### src/hw/rtl/e2c_pkg.sv
package e2c_pkg;

  localparam int MAX_FACE        = 1024;
  localparam int COORD_FRAC_BITS = 8;

  localparam int SEL_W   = 3;
  localparam int PIX_W   = 10;
  localparam int FACE_W  = 11;
  localparam int SRC_W_W = 13;
  localparam int SRC_H_W = 12;
  localparam int CFG_W   = 13;
  localparam int CFG_IDX_W = 2;
  localparam int SX_W    = 20;
  localparam int SY_W    = 19;

  localparam int VEC_FRAC = 24;
  localparam int VEC_W    = 28;
  localparam int ANG_FRAC = 20;
  localparam int ANG_W    = 24;
  localparam int CORDIC_ITERS = 20;
  localparam int ATAN_W   = 20;
  localparam int GAIN_W   = 16;
  localparam int INV_GAIN = 39797;
  localparam int PROD_W   = VEC_W + GAIN_W;

  // Normalised coordinate divider: one quotient digit of DIV_BITS bits per stage.
  localparam int Q_W        = VEC_FRAC + 1;
  localparam int NUM_W      = FACE_W + VEC_FRAC;
  localparam int DIV_BITS   = 5;
  localparam int DIV_STAGES = Q_W / DIV_BITS;

  localparam int CORDIC_LAT  = CORDIC_ITERS + 3;
  localparam int POST_STAGES = 5;
  localparam int E2C_LATENCY = 1 + DIV_STAGES + 2 * CORDIC_LAT + POST_STAGES;

  localparam logic [FACE_W-1:0]  FACE_EDGE_RST  = FACE_W'(256);
  localparam logic [SRC_W_W-1:0] SRC_WIDTH_RST  = SRC_W_W'(1024);
  localparam logic [SRC_H_W-1:0] SRC_HEIGHT_RST = SRC_H_W'(512);

  localparam logic [CFG_IDX_W-1:0] CFG_FACE_EDGE  = CFG_IDX_W'(0);
  localparam logic [CFG_IDX_W-1:0] CFG_SRC_WIDTH  = CFG_IDX_W'(1);
  localparam logic [CFG_IDX_W-1:0] CFG_SRC_HEIGHT = CFG_IDX_W'(2);

  localparam logic [SEL_W-1:0] FACE_FRONT  = SEL_W'(0);
  localparam logic [SEL_W-1:0] FACE_RIGHT  = SEL_W'(1);
  localparam logic [SEL_W-1:0] FACE_BACK   = SEL_W'(2);
  localparam logic [SEL_W-1:0] FACE_LEFT   = SEL_W'(3);
  localparam logic [SEL_W-1:0] FACE_TOP    = SEL_W'(4);
  localparam logic [SEL_W-1:0] FACE_BOTTOM = SEL_W'(5);

  localparam logic signed [VEC_W-1:0] VEC_ONE     = VEC_W'(1) << VEC_FRAC;
  localparam logic signed [ANG_W-1:0] ANG_PI      = ANG_W'(1) << ANG_FRAC;
  localparam logic signed [ANG_W-1:0] ANG_HALF_PI = ANG_W'(1) << (ANG_FRAC - 1);
  localparam logic signed [ANG_W-1:0] ANG_TWO_PI  = ANG_W'(1) << (ANG_FRAC + 1);

  localparam logic [ATAN_W-1:0] ATAN_TAB [CORDIC_ITERS] = '{
    20'd262144, 20'd154753, 20'd81767, 20'd41506, 20'd20834, 20'd10427, 20'd5215,
    20'd2608, 20'd1304, 20'd652, 20'd326, 20'd163, 20'd81, 20'd41, 20'd20, 20'd10,
    20'd5, 20'd3, 20'd1, 20'd1
  };

  typedef struct packed {
    logic [SEL_W-1:0] face_sel;
    logic [PIX_W-1:0] col;
    logic [PIX_W-1:0] row;
  } in_t;

  typedef struct packed {
    logic [SX_W-1:0] src_x;
    logic [SY_W-1:0] src_y;
    logic            bad_shape;
  } out_t;

  typedef struct packed {
    logic [SEL_W-1:0] sel;
    logic             bad;
    logic             neg_x;
    logic             neg_y;
  } div_side_t;

  typedef struct packed {
    logic [SEL_W-1:0] sel;
    logic             bad;
    logic [VEC_W-1:0] ty;
    logic [ANG_W-1:0] u;
  } side_t;

endpackage

### src/hw/rtl/e2c_div.sv
module e2c_div import e2c_pkg::*; (
  input  logic              clk,
  input  logic              rst_n,
  input  logic [FACE_W-1:0] f,
  input  logic              in_valid,
  input  div_side_t         in_side,
  input  logic [FACE_W-1:0] in_mag_x,
  input  logic [FACE_W-1:0] in_mag_y,
  output logic              out_valid,
  output div_side_t         out_side,
  output logic [Q_W-1:0]    out_q_x,
  output logic [Q_W-1:0]    out_q_y
);

  typedef struct packed {
    logic [FACE_W-1:0] rem;
    logic [Q_W-1:0]    low;
    logic [Q_W-1:0]    q;
  } div_lane_t;

  function automatic div_lane_t div_step(input div_lane_t l, input logic [FACE_W-1:0] d);
    div_lane_t       o;
    logic [FACE_W:0] t;
    o = l;
    for (int b = 0; b < DIV_BITS; b++) begin
      t = {o.rem, o.low[Q_W-1]};
      o.low = o.low << 1;
      if (t >= {1'b0, d}) begin
        o.rem = FACE_W'(t - {1'b0, d});
        o.q   = {o.q[Q_W-2:0], 1'b1};
      end else begin
        o.rem = t[FACE_W-1:0];
        o.q   = {o.q[Q_W-2:0], 1'b0};
      end
    end
    return o;
  endfunction

  logic [NUM_W-1:0] num [2];
  div_lane_t        init [2];
  div_lane_t        lane_r [DIV_STAGES][2];
  logic             valid_r [DIV_STAGES];
  div_side_t        side_r [DIV_STAGES];

  // Rounding to nearest is folded into the dividend as half the divisor.
  always_comb begin
    num[0] = {in_mag_x, {VEC_FRAC{1'b0}}} + NUM_W'(f >> 1);
    num[1] = {in_mag_y, {VEC_FRAC{1'b0}}} + NUM_W'(f >> 1);
    for (int k = 0; k < 2; k++) begin
      init[k].rem = FACE_W'(num[k][NUM_W-1:Q_W]);
      init[k].low = num[k][Q_W-1:0];
      init[k].q   = '0;
    end
  end

  for (genvar s = 0; s < DIV_STAGES; s++) begin : g_stage
    if (s == 0) begin : g_first
      always_ff @(posedge clk) begin
        if (!rst_n) begin
          valid_r[0] <= 1'b0;
        end else begin
          valid_r[0] <= in_valid;
        end
      end
      always_ff @(posedge clk) begin
        side_r[0]    <= in_side;
        lane_r[0][0] <= div_step(init[0], f);
        lane_r[0][1] <= div_step(init[1], f);
      end
    end else begin : g_next
      always_ff @(posedge clk) begin
        if (!rst_n) begin
          valid_r[s] <= 1'b0;
        end else begin
          valid_r[s] <= valid_r[s-1];
        end
      end
      always_ff @(posedge clk) begin
        side_r[s]    <= side_r[s-1];
        lane_r[s][0] <= div_step(lane_r[s-1][0], f);
        lane_r[s][1] <= div_step(lane_r[s-1][1], f);
      end
    end
  end

  assign out_valid = valid_r[DIV_STAGES-1];
  assign out_side  = side_r[DIV_STAGES-1];
  assign out_q_x   = lane_r[DIV_STAGES-1][0].q;
  assign out_q_y   = lane_r[DIV_STAGES-1][1].q;

endmodule

### config.mk
export PLATFORM = sky130hd
export DESIGN_NAME = e2c_div
export DESIGN_NICKNAME = d
export VERILOG_FILES = /design/src/hw/rtl/e2c_pkg.sv /design/src/hw/rtl/e2c_div.sv
export SDC_FILE = /design/constraint.sdc
export NUM_CORES = 2
export LEC_CHECK = 0
export BUFFER_PORTS_ARGS = -buffer_cell sky130_fd_sc_hd__buf_2
export CORE_ASPECT_RATIO = 2
export CORE_MARGIN = 2
export CORE_UTILIZATION = 40
export CTS_CLUSTER_DIAMETER = 30
export DETAILED_ROUTE_END_ITERATION = 10
export SYNTH_ARGS = -nofsm -noshare
export SYNTH_HDL_FRONTEND = slang
export SYNTH_SLANG_ARGS = --single-unit
### constraint.sdc
create_clock -name clk -period 17.31 [get_ports clk]
set_clock_uncertainty 0.1 [all_clocks]
set_input_delay 3.462 -clock clk [delete_from_list [all_inputs] [get_ports clk]]
set_output_delay 3.462 -clock clk [all_outputs]
set_load 0.1 [all_outputs]
# Word-level counts from Yosys, hierarchy flattened
# Memories as Yosys holds them, arrays and structs flattened.
# Cells that the tools add are included.
dict set report classes {
  add_sub_neg 52
  n_lt_le_gt_ge 50
  mux 107
  n_bitwise 5
}
# cell n
set op_table {}
lappend op_table {{$ge A12 B11 Y1} 48}
lappend op_table {{$mux W11} 50}
lappend op_table {{$sub A11 B11 Y11} 50}
lappend op_table {{$add A35 B10 Y35} 2}
lappend op_table {{$mux W1} 57}
lappend op_table {{$ge A11 B11 Y1} 2}
lappend op_table {{$or A1 B1 Y1} 5}
dict set report totals {
  reg_bits 0
  ramBits 595
  input_bits 42
  output_inout_bits 57
  wordCells 217
  n_memories 3
}
# memory words width rd rd_clocked_by_memory_dff write_ports line
set mem_list {}
lappend mem_list {lane_r 5 112 5 0 5 e2c_div.sv:41} ;# div_lane_t lane_r [DIV_STAGES][2];
lappend mem_list {side_r 5 6 5 0 5 e2c_div.sv:43} ;# div_side_t side_r [DIV_STAGES];
lappend mem_list {valid_r 5 1 5 0 5 e2c_div.sv:42} ;# logic valid_r [DIV_STAGES];

# Depth between registers and ports, before layout
dict set report logic_depth {
  ltp_word 11
  depth_mapped 60
  depth_no_buf 54
}

# Worst setup path after synthesis
# No wires, ideal clock.
dict set report synth_timing {
  path_type {input -> register}
  from {input f[1]}
  to {memory lane_r[4][0] in the netlist's numbering}
  setup_time_ns 0.136
  arrival_time_ns 15.724
  setup_slack_ns 1.350
  stages 58
  path_buffers 7
  path_cell_list {buf_4 buf_2 inv_1 fa_1 a21oi_1 o21a_1 o21ai_0 a31oi_1 nor2b_1 clkbuf_1 buf_1 mux2i_1 fa_1 a21o_1 a21oi_1 o211ai_1 o31a_1 o221a_2 [22 not listed] a21o_1 a21o_1 a21o_1 o221a_2 or3_1 nand2_1 mux2i_1 ha_1 a21o_1 a21o_1 a21oi_1 nor2b_1 o21ai_0 nand2b_1 a211oi_1 o21ai_0 a221oi_1 o211ai_1}
}
# item line
set synth_rtl {}
lappend synth_rtl {{from (decl)} e2c_div.sv:4} ;# input logic [FACE_W-1:0] f,
lappend synth_rtl {{to (decl)} e2c_div.sv:41}

==> metrics <==
status finished, final reports clean; CTS Buf Count 68; CP top delay family compound AO/OA/AOI/OAI gates; final worst path period share approximately 93%; largest fanout on the critical path 20; Die ar. roughly 89000 µm²; Final Max Slew Viols 0; Top Ports between 90 and 100; setup TNS 0 ps; Avg Vias per Cell ~5.7; Pre-antenna DRT Iters 7; Post-synth EDFFs 0; Max Root-Sink Buffers 3; drt first-iter violations between 1000 and 1500; Commonest cells post-synth 519 x ha_1, 383 x nor2_1, 335 x a21oi_1; Max-cap violations 0; fillers between 8000 and 9000; number of global-route vias before repair approximately 32000; Mean Syn Cell Area 8.27 µm²; diode count 0; DP HPWL about 86000 µm; Yosys top cell area share between 10% and 20%; Worst Tran Pin Value roughly 1000 ps; number of nets in the layout 4913; CP max stage delay ~820 ps; RSZ-0062 raised after global routing false; Placed Area ~37000 µm²; final instance area 38800 µm²; placed instance count 5411; Net Count, Synth around 4800; setup violators final 0; GRT overflow 0; top_reg_cell synth dfxtp_1; Routed Antenna Nets 0; site row count approximately 150; crit path buf inv count 3; Die W between 200 and 250 µm; fraction of layout cells with a size suffix above 1 around 14%; Synth Cell Area ~35000 µm²; CP Capture Type flop; Post-route DRC 0; Slew headroom 30.2%; WHS approximately 210 ps; f_max between 0.06 and 0.07 GHz; most frequent CP cell a21oi_1; Post-CTS Setup Bufs 0; antenna violations before repair 2; first-pass GRT wire length 168000 µm; Placeable Area between 80000 and 90000 µm²; Global Route Usage Sum between 20% and 30%; wire length per cell ~20 µm; # hold bufs at CTS 0; Synth Instances between 4000 and 5000; Async S/R FF share, synth 0%; Final GP Congestion approximately 0.95; Final Hold Viols 0; WS Path Type input port to flop; Netlist cell types 113; Worst-path clk slew about 50 ps; #FFs+latches synth slightly above 300; Crit-path slowest cell o21ai_1; Finished Layout Cells around 5500; Area Overhead vs Synth 12.4%; total routed wirelength between 100000 and 150000 µm; Syn. warnings 0; leading cell type by number of instances after synthesis ha_1; register area share after synthesis 17.8%; Initial Utilization 40.3%; Die Y-Extent 420 µm; Worst-Skew Late Latency between 600 and 700 ps; arrival time at the worst endpoint approximately 17000 ps; CTS tree done; CTS Root Cell clkbuf_16; DR vias ~32000; r2r setup slk approximately 4400 ps; Port Buf Inserts 98; largest net degree at the start of global routing 33; clk sinks about 310; Final Critical Period around 16000 ps; Worst Hold Class flop to flop; post-cts resize count 0; ranking of synthesized cells by area ha_1 19%, dfxtp_1 18%, mux2_2 5.8%; H-tree lvl count 3; Startpoint Class input port; post-synth top area cell ha_1; Critical Path RT 17770 ps
state kept, by name, indices dropped and copies added (netlist names):
name and flops:
lane_r 273, side_r 30, valid_r 5
cells in the final DEF, fill, tap and decap left out, drive strengths merged, types with 12 or more instances in the layout:
cell type	count
ha	519
nor2	387
a21oi	338
dfxtp	308
o21ai	273
inv	235
mux2	225
nand2	214
xnor2	211
buf	158
a21o	127
xor2	118
nor3	109
nor2b	94
nand3	92
clkbuf	75
nand2b	70
o21a	69
mux2i	61
nand4	50
o21bai	45
a211oi	35
o31ai	35
and3	34
a21boi	34
o211ai	34
or3	33
or2	33
a31oi	28
and2	28
fa	26
clkinv	24
a31o	20
nor4	18
o31a	17
o221ai	14
a2111oi	13
o41ai	12
cell type report:
cell class | instances | area (µm²) | area share [%]
Clock inverter | 49 | 563 | 1.45
Inverter | 222 | 848 | 2.18
Sequential cell | 308 | 6170 | 15.9
Timing Repair Buffer | 158 | 943 | 2.43
Tap cell | 1155 | 1450 | 3.72
Clock buffer | 75 | 1750 | 4.50
Multi-Input combinational cell | 3568 | 27100 | 69.8
worst paths after layout:
| path | cells past startpoint | start | end |
|---|---|---|---|
| max | 47 | f[5] | lane_r[1][104] |
| min | 0 | lane_r[0][85] | lane_r[1][90] |
| max reg2reg | 45 | lane_r[0][101] | lane_r[1][104] |
| min reg2reg | 0 | lane_r[0][85] | lane_r[1][90] |
through the flow:
stage	utilization [%]	setup slack, ps
floorplan	-	1350
global placement	42.6	628
detailed placement	42.6	679
CTS	45.3	1310
global route	45.3	465
finish	45.3	1260
per-layer routing:
layer / vias to the layer above / global-route usage (%) / wire length, µm
li1: 15665 / - / -
met1: 14928 / 22.7 / 38700
met2: 762 / 46.3 / 56400
met3: 429 / 3.58 / 3870
met4: 2 / 19.1 / 9120
met5: - / 0 / 11
kinds of logic after synthesis:
kind of cell               Yosys count  synth area share [%]
and+or+nand+nor                   1196                  17.2
muxes                              286                  9.42
buffers and inverters              304                  3.70
adders and majority gates          545                  20.3
AOI/OAI and AO/OA                 1212                  23.3
DFF                                308                  17.8
xor gates and xnor gates           329                  8.34
Power is left out: the tool's default activity adds up to more than one toggle a clock period on the data nets, which glitch-free logic cannot reach.
