===== config.mk =====
export PLATFORM = sky130hd
export DESIGN_NAME = e2c_post
export DESIGN_NICKNAME = d
export VERILOG_FILES = /design/src/hw/rtl/e2c_pkg.sv /design/src/hw/rtl/e2c_post.sv
export SDC_FILE = /design/constraint.sdc
export NUM_CORES = 1
export LEC_CHECK = 0
export ABC_CLOCK_PERIOD_IN_PS = 9300
export BUFFER_PORTS_ARGS = -buffer_cell sky130_fd_sc_hd__buf_2
export CAP_MARGIN = 20
export CORE_MARGIN = 2
export CORE_UTILIZATION = 40
export DETAILED_ROUTE_END_ITERATION = 10
export PLACE_DENSITY_LB_ADDON = 0.15
export SLEW_MARGIN = 40
export SYNTH_ARGS = -nofsm -noshare
export SYNTH_HDL_FRONTEND = slang
export SYNTH_SLANG_ARGS = --single-unit

===== constraint.sdc =====
create_clock -name clk -period 9.3 [get_ports clk]
set_input_delay 0.465 -clock clk [delete_from_list [all_inputs] [get_ports clk]]
set_output_delay 0.465 -clock clk [all_outputs]
set_load 0.005 [all_outputs]

===== src/hw/rtl/e2c_pkg.sv =====
package e2c_pkg;

  localparam int MAX_FACE        = 1024;
  localparam int COORD_FRAC_BITS = 8;

  localparam int SEL_W   = 3;
  localparam int PIX_W   = 10;
  localparam int FACE_W  = 11;
  localparam int SRC_W_W = 13;
  localparam int SRC_H_W = 12;
  localparam int CFG_W   = 13;
  localparam int CFG_IDX_W = 2;
  localparam int SX_W    = 20;
  localparam int SY_W    = 19;

  localparam int VEC_FRAC = 24;
  localparam int VEC_W    = 28;
  localparam int ANG_FRAC = 20;
  localparam int ANG_W    = 24;
  localparam int CORDIC_ITERS = 20;
  localparam int ATAN_W   = 20;
  localparam int GAIN_W   = 16;
  localparam int INV_GAIN = 39797;
  localparam int PROD_W   = VEC_W + GAIN_W;

  // Normalised coordinate divider: one quotient digit of DIV_BITS bits per stage.
  localparam int Q_W        = VEC_FRAC + 1;
  localparam int NUM_W      = FACE_W + VEC_FRAC;
  localparam int DIV_BITS   = 5;
  localparam int DIV_STAGES = Q_W / DIV_BITS;

  localparam int CORDIC_LAT  = CORDIC_ITERS + 3;
  localparam int POST_STAGES = 5;
  localparam int E2C_LATENCY = 1 + DIV_STAGES + 2 * CORDIC_LAT + POST_STAGES;

  localparam logic [FACE_W-1:0]  FACE_EDGE_RST  = FACE_W'(256);
  localparam logic [SRC_W_W-1:0] SRC_WIDTH_RST  = SRC_W_W'(1024);
  localparam logic [SRC_H_W-1:0] SRC_HEIGHT_RST = SRC_H_W'(512);

  localparam logic [CFG_IDX_W-1:0] CFG_FACE_EDGE  = CFG_IDX_W'(0);
  localparam logic [CFG_IDX_W-1:0] CFG_SRC_WIDTH  = CFG_IDX_W'(1);
  localparam logic [CFG_IDX_W-1:0] CFG_SRC_HEIGHT = CFG_IDX_W'(2);

  localparam logic [SEL_W-1:0] FACE_FRONT  = SEL_W'(0);
  localparam logic [SEL_W-1:0] FACE_RIGHT  = SEL_W'(1);
  localparam logic [SEL_W-1:0] FACE_BACK   = SEL_W'(2);
  localparam logic [SEL_W-1:0] FACE_LEFT   = SEL_W'(3);
  localparam logic [SEL_W-1:0] FACE_TOP    = SEL_W'(4);
  localparam logic [SEL_W-1:0] FACE_BOTTOM = SEL_W'(5);

  localparam logic signed [VEC_W-1:0] VEC_ONE     = VEC_W'(1) << VEC_FRAC;
  localparam logic signed [ANG_W-1:0] ANG_PI      = ANG_W'(1) << ANG_FRAC;
  localparam logic signed [ANG_W-1:0] ANG_HALF_PI = ANG_W'(1) << (ANG_FRAC - 1);
  localparam logic signed [ANG_W-1:0] ANG_TWO_PI  = ANG_W'(1) << (ANG_FRAC + 1);

  localparam logic [ATAN_W-1:0] ATAN_TAB [CORDIC_ITERS] = '{
    20'd262144, 20'd154753, 20'd81767, 20'd41506, 20'd20834, 20'd10427, 20'd5215,
    20'd2608, 20'd1304, 20'd652, 20'd326, 20'd163, 20'd81, 20'd41, 20'd20, 20'd10,
    20'd5, 20'd3, 20'd1, 20'd1
  };

  typedef struct packed {
    logic [SEL_W-1:0] face_sel;
    logic [PIX_W-1:0] col;
    logic [PIX_W-1:0] row;
  } in_t;

  typedef struct packed {
    logic [SX_W-1:0] src_x;
    logic [SY_W-1:0] src_y;
    logic            bad_shape;
  } out_t;

  typedef struct packed {
    logic [SEL_W-1:0] sel;
    logic             bad;
    logic             neg_x;
    logic             neg_y;
  } div_side_t;

  typedef struct packed {
    logic [SEL_W-1:0] sel;
    logic             bad;
    logic [VEC_W-1:0] ty;
    logic [ANG_W-1:0] u;
  } side_t;

endpackage


===== src/hw/rtl/e2c_post.sv =====
module e2c_post import e2c_pkg::*; (
  input  logic                    clk,
  input  logic                    rst_n,
  input  logic                    in_valid,
  input  side_t                   in_side,
  input  logic signed [ANG_W-1:0] in_a,
  input  logic [SRC_W_W-1:0]      src_width,
  input  logic [SRC_H_W-1:0]      src_height,
  output logic                    out_strobe,
  output out_t                    out_data
);

  localparam int PU_W  = ANG_FRAC + 2;
  localparam int PX_W  = PU_W + SRC_W_W;
  localparam int PY_W  = PU_W + SRC_H_W;
  localparam int SXF_W = PX_W + COORD_FRAC_BITS + 1;
  localparam int SYF_W = PY_W + COORD_FRAC_BITS + 1;

  // Stage A: yaw offset and latitude per face.
  logic signed [ANG_W-1:0] a2;
  logic signed [ANG_W-1:0] ua;
  logic signed [ANG_W-1:0] va;
  logic signed [ANG_W-1:0] ua_r;
  logic signed [ANG_W-1:0] va_r;
  logic                    a_valid_r;
  logic                    a_bad_r;

  always_comb begin
    a2 = in_a <<< 1;
    ua = $signed(in_side.u);
    va = a2;
    case (in_side.sel)
      FACE_RIGHT:  ua = $signed(in_side.u) + ANG_HALF_PI;
      FACE_BACK:   ua = $signed(in_side.u) + ANG_PI;
      FACE_LEFT:   ua = $signed(in_side.u) - ANG_HALF_PI;
      FACE_TOP:    va = a2 - ANG_PI;
      FACE_BOTTOM: va = ANG_PI - a2;
      default:     va = a2;
    endcase
  end

  // Stage B: fold latitude back over a pole, which turns longitude by a half turn.
  logic signed [ANG_W-1:0] ub_r;
  logic signed [ANG_W-1:0] vb_r;
  logic                    b_valid_r;
  logic                    b_bad_r;

  // Stage C: longitude into one turn.
  logic signed [ANG_W-1:0] uc1;
  logic signed [ANG_W-1:0] uc2;
  logic signed [ANG_W-1:0] uc_r;
  logic signed [ANG_W-1:0] vc_r;
  logic                    c_valid_r;
  logic                    c_bad_r;

  always_comb begin
    uc1 = ub_r;
    if (ub_r < -ANG_PI) begin
      uc1 = ub_r + ANG_TWO_PI;
    end else if (ub_r > ANG_PI) begin
      uc1 = ub_r - ANG_TWO_PI;
    end
    uc2 = uc1;
    if (uc1 < -ANG_PI) begin
      uc2 = uc1 + ANG_TWO_PI;
    end else if (uc1 > ANG_PI) begin
      uc2 = uc1 - ANG_TWO_PI;
    end
  end

  // Stage D: offset into [0, 2pi] and scale by the source span.
  logic signed [ANG_W-1:0] pu_s;
  logic signed [ANG_W-1:0] pv_s;
  logic [SRC_W_W-1:0]      span_w;
  logic [SRC_H_W-1:0]      span_h;
  logic [PX_W-1:0]         px_r;
  logic [PY_W-1:0]         py_r;
  logic                    d_valid_r;
  logic                    d_bad_r;

  assign pu_s   = uc_r + ANG_PI;
  assign pv_s   = vc_r + ANG_PI;
  assign span_w = (src_width == '0) ? '0 : src_width - SRC_W_W'(1);
  assign span_h = (src_height == '0) ? '0 : src_height - SRC_H_W'(1);

  // Stage E: round half up, saturate, output register.
  logic [SXF_W-1:0] sx_full;
  logic [SYF_W-1:0] sy_full;
  logic [SX_W-1:0]  sx;
  logic [SY_W-1:0]  sy;
  logic             strobe_r;
  out_t             data_r;

  always_comb begin
    sx_full = ((SXF_W'(px_r) << COORD_FRAC_BITS) + (SXF_W'(1) << ANG_FRAC)) >> (ANG_FRAC + 1);
    sy_full = ((SYF_W'(py_r) << COORD_FRAC_BITS) + (SYF_W'(1) << ANG_FRAC)) >> (ANG_FRAC + 1);
    sx = (sx_full > SXF_W'({SX_W{1'b1}})) ? {SX_W{1'b1}} : sx_full[SX_W-1:0];
    sy = (sy_full > SYF_W'({SY_W{1'b1}})) ? {SY_W{1'b1}} : sy_full[SY_W-1:0];
  end

  always_ff @(posedge clk) begin
    if (!rst_n) begin
      a_valid_r <= 1'b0;
      b_valid_r <= 1'b0;
      c_valid_r <= 1'b0;
      d_valid_r <= 1'b0;
      strobe_r  <= 1'b0;
    end else begin
      a_valid_r <= in_valid;
      b_valid_r <= a_valid_r;
      c_valid_r <= b_valid_r;
      d_valid_r <= c_valid_r;
      strobe_r  <= d_valid_r;
    end
  end

  always_ff @(posedge clk) begin
    ua_r    <= ua;
    va_r    <= va;
    a_bad_r <= in_side.bad;

    if (va_r < -ANG_PI) begin
      vb_r <= va_r + ANG_TWO_PI;
      ub_r <= ua_r + ANG_PI;
    end else if (va_r > ANG_PI) begin
      vb_r <= va_r - ANG_TWO_PI;
      ub_r <= ua_r + ANG_PI;
    end else begin
      vb_r <= va_r;
      ub_r <= ua_r;
    end
    b_bad_r <= a_bad_r;

    uc_r    <= uc2;
    vc_r    <= vb_r;
    c_bad_r <= b_bad_r;

    px_r    <= PX_W'(pu_s[PU_W-1:0]) * PX_W'(span_w);
    py_r    <= PY_W'(pv_s[PU_W-1:0]) * PY_W'(span_h);
    d_bad_r <= c_bad_r;

    if (d_bad_r) begin
      data_r.src_x <= '0;
      data_r.src_y <= '0;
    end else begin
      data_r.src_x <= sx;
      data_r.src_y <= sy;
    end
    data_r.bad_shape <= d_bad_r;
  end

  assign out_strobe = strobe_r;
  assign out_data   = data_r;

endmodule


After elaboration in Yosys (flattened, before gate mapping)
Index checks and enable logic that the tools add are counted.
{ "word_totals": {"regBits": 256, "latchBits": 0, "ram_bits": 0, "rom_bits": 0, "inputBits": 108, "out_inout_bits": 41, "word_cells": 69, "n_memories": 0} }
{ "op_classes": {"add_sub_neg": 18, "n_mul": 2, "n_div": 0, "order_cmp": 8, "n_eq_ne": 5, "n_shift": 0, "mux": 14, "n_bitwise": 0, "n_reduce_logical": 2} }
{ "ops": {"columns": ["op", "n"], "rows": [
  ["24-bit two-way mux", 4],
  ["22-bit adder (second input constant)", 4],
  ["22-bit two-way mux", 4],
  ["24-bit by 22-bit greater-than comparator with 1-bit output (second input constant)", 3],
  ["24-bit by 21-bit less-than comparator with 1-bit output (second input constant)", 3],
  ["24-bit one-hot mux with 3 select lines", 1],
  ["24-bit by 22-bit adder with 24-bit output (second input constant)", 2],
  ["24-bit one-hot mux with 2 select lines", 1],
  ["43-bit by 21-bit adder with 44-bit output (second input constant)", 1],
  ["22-bit subtractor (second input constant)", 2],
  ["42-bit by 21-bit adder with 43-bit output (second input constant)", 1],
  ["22-bit by 13-bit multiplier with 35-bit output", 1],
  ["22-bit by 12-bit multiplier with 34-bit output", 1],
  ["24-bit by 21-bit adder with 24-bit output (second input constant)", 1],
  ["24-bit by 23-bit adder with 24-bit output (second input constant)", 1],
  ["22-bit by 24-bit subtractor with 24-bit output (first input constant)", 1],
  ["24-bit by 21-bit subtractor with 24-bit output (second input constant)", 1],
  ["24-bit by 22-bit subtractor with 24-bit output (second input constant)", 1],
  ["24-bit by 23-bit subtractor with 24-bit output (second input constant)", 1],
  ["23-bit by 20-bit greater-than comparator with 1-bit output (second input constant)", 1],
  ["22-bit by 19-bit greater-than comparator with 1-bit output (second input constant)", 1],
  ["20-bit two-way mux", 1],
  ["19-bit two-way mux", 1],
  ["13-bit logical NOT", 1],
  ["8 further kinds", 10]
]} }

Longest topological paths before layout
{ "depth": {"depth_word": 6, "depth_mapped": 31, "ltp_nobuf": 28} }

Worst setup path after synthesis
OpenSTA, ideal clock, no wires.
{ "synth_path": {"kind": "in2reg", "from": "input port src_width[0]", "to": "register px_r[34]", "arrival_time_ns": 7.352, "required_time_ns": 9.228, "path_slack_ns": 1.876, "path_stages": 27, "n_path_buf": 2, "cell_sequence": "inv_1 -> ha_1 -> or3b_2 -> or2_2 -> clkbuf_1 -> or3_1 -> xor2_1 -> nor2_1 -> clkbuf_1 -> nand2_1 -> fa_1 -> fa_1 -> inv_1 -> fa_1 -> fa_1 -> inv_1 -> fa_1 -> inv_1 -> ha_1 -> nand4_1 -> nor3_1 -> a211oi_4 -> or4b_4 -> a31oi_4 -> a21oi_4 -> o211ai_2 -> xnor2_1"} }
{ "synth_between": {"elab_chain_cells": 3, "word_cells_on_any_way": 4} }
{ "synth_lines": {"columns": ["item", "line", "text"], "rows": [
  ["from (decl)", "e2c_post.sv:7", "input logic [SRC_W_W-1:0] src_width,"],
  ["13-bit by 1-bit subtractor with 13-bit output or 13-bit logical NOT (tied branches)", "e2c_post.sv:83", "assign span_w = (src_width == '0) ? '0 : src_width - SRC_W_W'(1);"],
  ["13-bit two-way mux *", "e2c_post.sv:83", null],
  ["22-bit by 13-bit multiplier with 35-bit output *", "e2c_post.sv:138", "px_r <= PX_W'(pu_s[PU_W-1:0]) * PX_W'(span_w);"],
  ["to (signal assigned)", "e2c_post.sv:138", null],
  ["to (decl)", "e2c_post.sv:76", "logic [PX_W-1:0] px_r;"]
]} }
Mark *: on every way between the ends. The rest lies on a longest branch, timed or not.
A chain may end at the register's enable or synchronous reset.

Worst setup path in the final report
Same ends and word-level chain as after synthesis.

==> key figures <==
Floorplanning
  • Core area: 57800 µm²
  • Row count: 88
  • Die Wd: 246 µm
  • Starting Density: 0.405
  • Die Ht: 246 µm
  • Die outline area: 60500 µm²
  • IO Count: 149

Clocking
  • CTS buffer count: 26
  • Maximum buffer depth of the clock tree: 3
  • Worst-Skew Late Latency: 0.58 ns
  • CTS H-tree lvls: 1
  • CTS Sinks: 229
  • CTS clk-pin slew, worst paths: 0.05 ns
  • Root buf cell: clkbuf_16
  • CTS tree: yes

STA
  • Clk_skew: 0.0530 ns
  • Final Hold Vio Count: 0
  • Fmax: 134 MHz
  • RSZ-0062 raised after global routing: no
  • Final TNS setup: 0 ns
  • Max_slew headroom: 0.480
  • Setup violators final: 0
  • Fin crit period: 7.45 ns
  • Minimum hold slack: 0.0353 ns
  • Slew Limit Fails: 0
  • Crit share post-route: 0.801
  • Worst Max-Slew Pin Slew: ~0.78 ns

Synthesis
  • Top post-synthesis cells by area: fa_1 35%, dfxtp_1 20%, ha_1 8.5%
  • Mapped Avg Cell Area: ~9.1 µm²
  • Post-synth top flop: dfxtp_1
  • Yosys top cell by area: fa_1
  • Post-synthesis cell type count: 64
  • Ys Warns: 0
  • Post-synthesis sequential area ratio: 0.196
  • Synthesized netlist net count: 3234
  • Flop and latch count out of synthesis: 229
  • Number of synthesized flops with an enable pin: 0
  • Mapped Cells: around 2.6k
  • Cell area after synthesis: ~23000 µm²
  • Async SR Flop Fraction: 0
  • Top-area cell type share of the netlist area: 0.350

Final layout
  • Area Growth Syn to Fin: 10.1%
  • Layout cells sized above 1: 0.0803
  • Nets@finish: 3315
  • Fill cell count: 5696

Hold path
  • Hold/Removal Path Class: in2reg
  • HP Start: in_side[52]

Worst setup path
  • CP arrival: 7.85 ns
  • Crit start category: input pin
  • Worst Path Max Fanout: 29
  • Slowest-stage cell, CP: o31ai_2
  • WP data required: 9.70 ns
  • RR Startpoint: vc_r[20]$_DFF_P_
  • Critical setup path kind: in2reg
  • Delay-heaviest family, CP: adder cells
  • Buf+Inv Stages, Crit Path: 7
  • CP startpoint: src_width[0]
  • Worst Setup End Kind: register
  • Slowest stage delay, CP: ~0.67 ns
  • CP most frequent cell: fa_1

Global route
  • Vias in the first global route: between 15k and 20k
  • First-pass GRT wire length: between 80000 and 90000 µm
  • GRT Total Usage: 0.184
  • Pin count of the biggest net entering global routing: 41
  • Global route overflow: 0
  • Initial antenna violation count: 3

Route
  • DRC: 0
  • Wire per inst: 15.8 µm
  • Routed wire length: approximately 54000 µm
  • Via count: 16.6k
  • ANT nets after route: 0
  • Vias per cell: 4.85
  • Pre-antenna DRT Iters: 5
  • 1st-iter DRT viols: 745

Placed design
  • Hpwl dp: 44600 µm
  • IO Port Bufs: 119
  • Final Wtd Congestion: 0.824

Job
  • Max Cap Viol: 0

Status
  • Outcome: finished clean
## area by class of cell
| cell class | count | area [µm²] | share of cell area |
|---|---|---|---|
| diodes | 1 | 2.50 | 0.0000971 |
| clock buffers | 34 | 701 | 0.0272 |
| clock inverters | 9 | 121 | 0.00471 |
| inverters | 496 | 1860 | 0.0722 |
| multi-input cells | 1726 | 16600 | 0.644 |
| flip-flops and latches | 229 | 4580 | 0.178 |
| well taps | 765 | 957 | 0.0371 |
| repair buffers | 160 | 951 | 0.0369 |
## registers in the layout, indices dropped and copies added, names as in the netlist, 21 cells and up
signal and flops:
out_data 40, px_r 23, py_r 22, ua_r 24, ub_r 24, uc_r 22, va_r 23, vb_r 21
vc_r 21
## repair_timing
action | 4_1_cts | 5_1_grt
resized for setup | 0 | 0
buffers inserted | 0 | 0
hold endpoints to repair | 19 | 0
hold buffers | 19 | 0
## cells in the mapped netlist (17+ instances only)
master and count:
a21o_1 24, a21oi_1 100, and2_1 152, clkbuf_1 104, dfxtp_1 229, fa_1 409, ha_1 159, inv_1 496
nand2_1 411, nand3_1 29, nor2_1 75, nor3_1 45, o21ai_0 28, or3_1 17, xnor2_1 71, xor2_1 57
## final timing paths
check,endpoint,slack (ns),cells past startpoint
worst max-delay path,px_r[34]$_DFF_P_,1.85,27
worst min-delay path,a_bad_r$_DFF_P_,0.04,1
worst max register to register,py_r[33]$_DFF_P_,2.80,20
worst min register to register,vc_r[20]$_DFF_P_,0.33,0
## per-layer routing
metal  part of all wire  GRT usage  vias to the layer above
met5            0.00017          0                        -
met4              0.014     0.0305                        2
met3              0.055     0.0297                       51
met2               0.45      0.298                      361
met1               0.48      0.264                     8283
li1                   -          -                     7904
## through the flow
stage | util | worst slack, ns | instances | instance area [µm²]
after global routing | 0.446 | 1.36 | 3420 | 25800
after detailed placement | 0.428 | 1.28 | 3357 | 24800
after floorplan | - | 1.88 | 2558 | 23400
after global placement | 0.428 | 1.34 | 3357 | 24700
final | 0.446 | 1.85 | 3420 | 25800
after CTS | 0.446 | 1.84 | 3419 | 25800
## logic make-up (layout without fill, tap and decap cells)
| logic type | Yosys count | after routing | share of synthesized area |
|---|---|---|---|
| buf+inv | 603 | 699 | 0.0968 |
| fa+ha+maj | 568 | 568 | 0.435 |
| mux | 3 | 3 | 0.00144 |
| simple gates | 812 | 812 | 0.164 |
| compound gates | 215 | 215 | 0.0595 |
| flops | 229 | 229 | 0.196 |
| other cells | 0 | 1 | 0 |
| xor+xnor | 128 | 128 | 0.0479 |
## cell usage in the layout, fill, tap and decap left out, types with 17 or more instances in the layout
master,n
a21o_1,24
a21oi_1,100
and2_1,152
buf_2,119
buf_4,22
clkbuf_16,26
dfxtp_1,229
dlygate4sd3_1,19
fa_1,409
ha_1,159
inv_1,496
nand2_1,411
nand3_1,29
nor2_1,68
nor3_1,44
o21ai_0,27
or3_1,17
xnor2_1,70
xor2_1,57
Power is left out: the tool's default activity adds up to more than one toggle a clock period on the data nets, which glitch-free logic cannot reach.
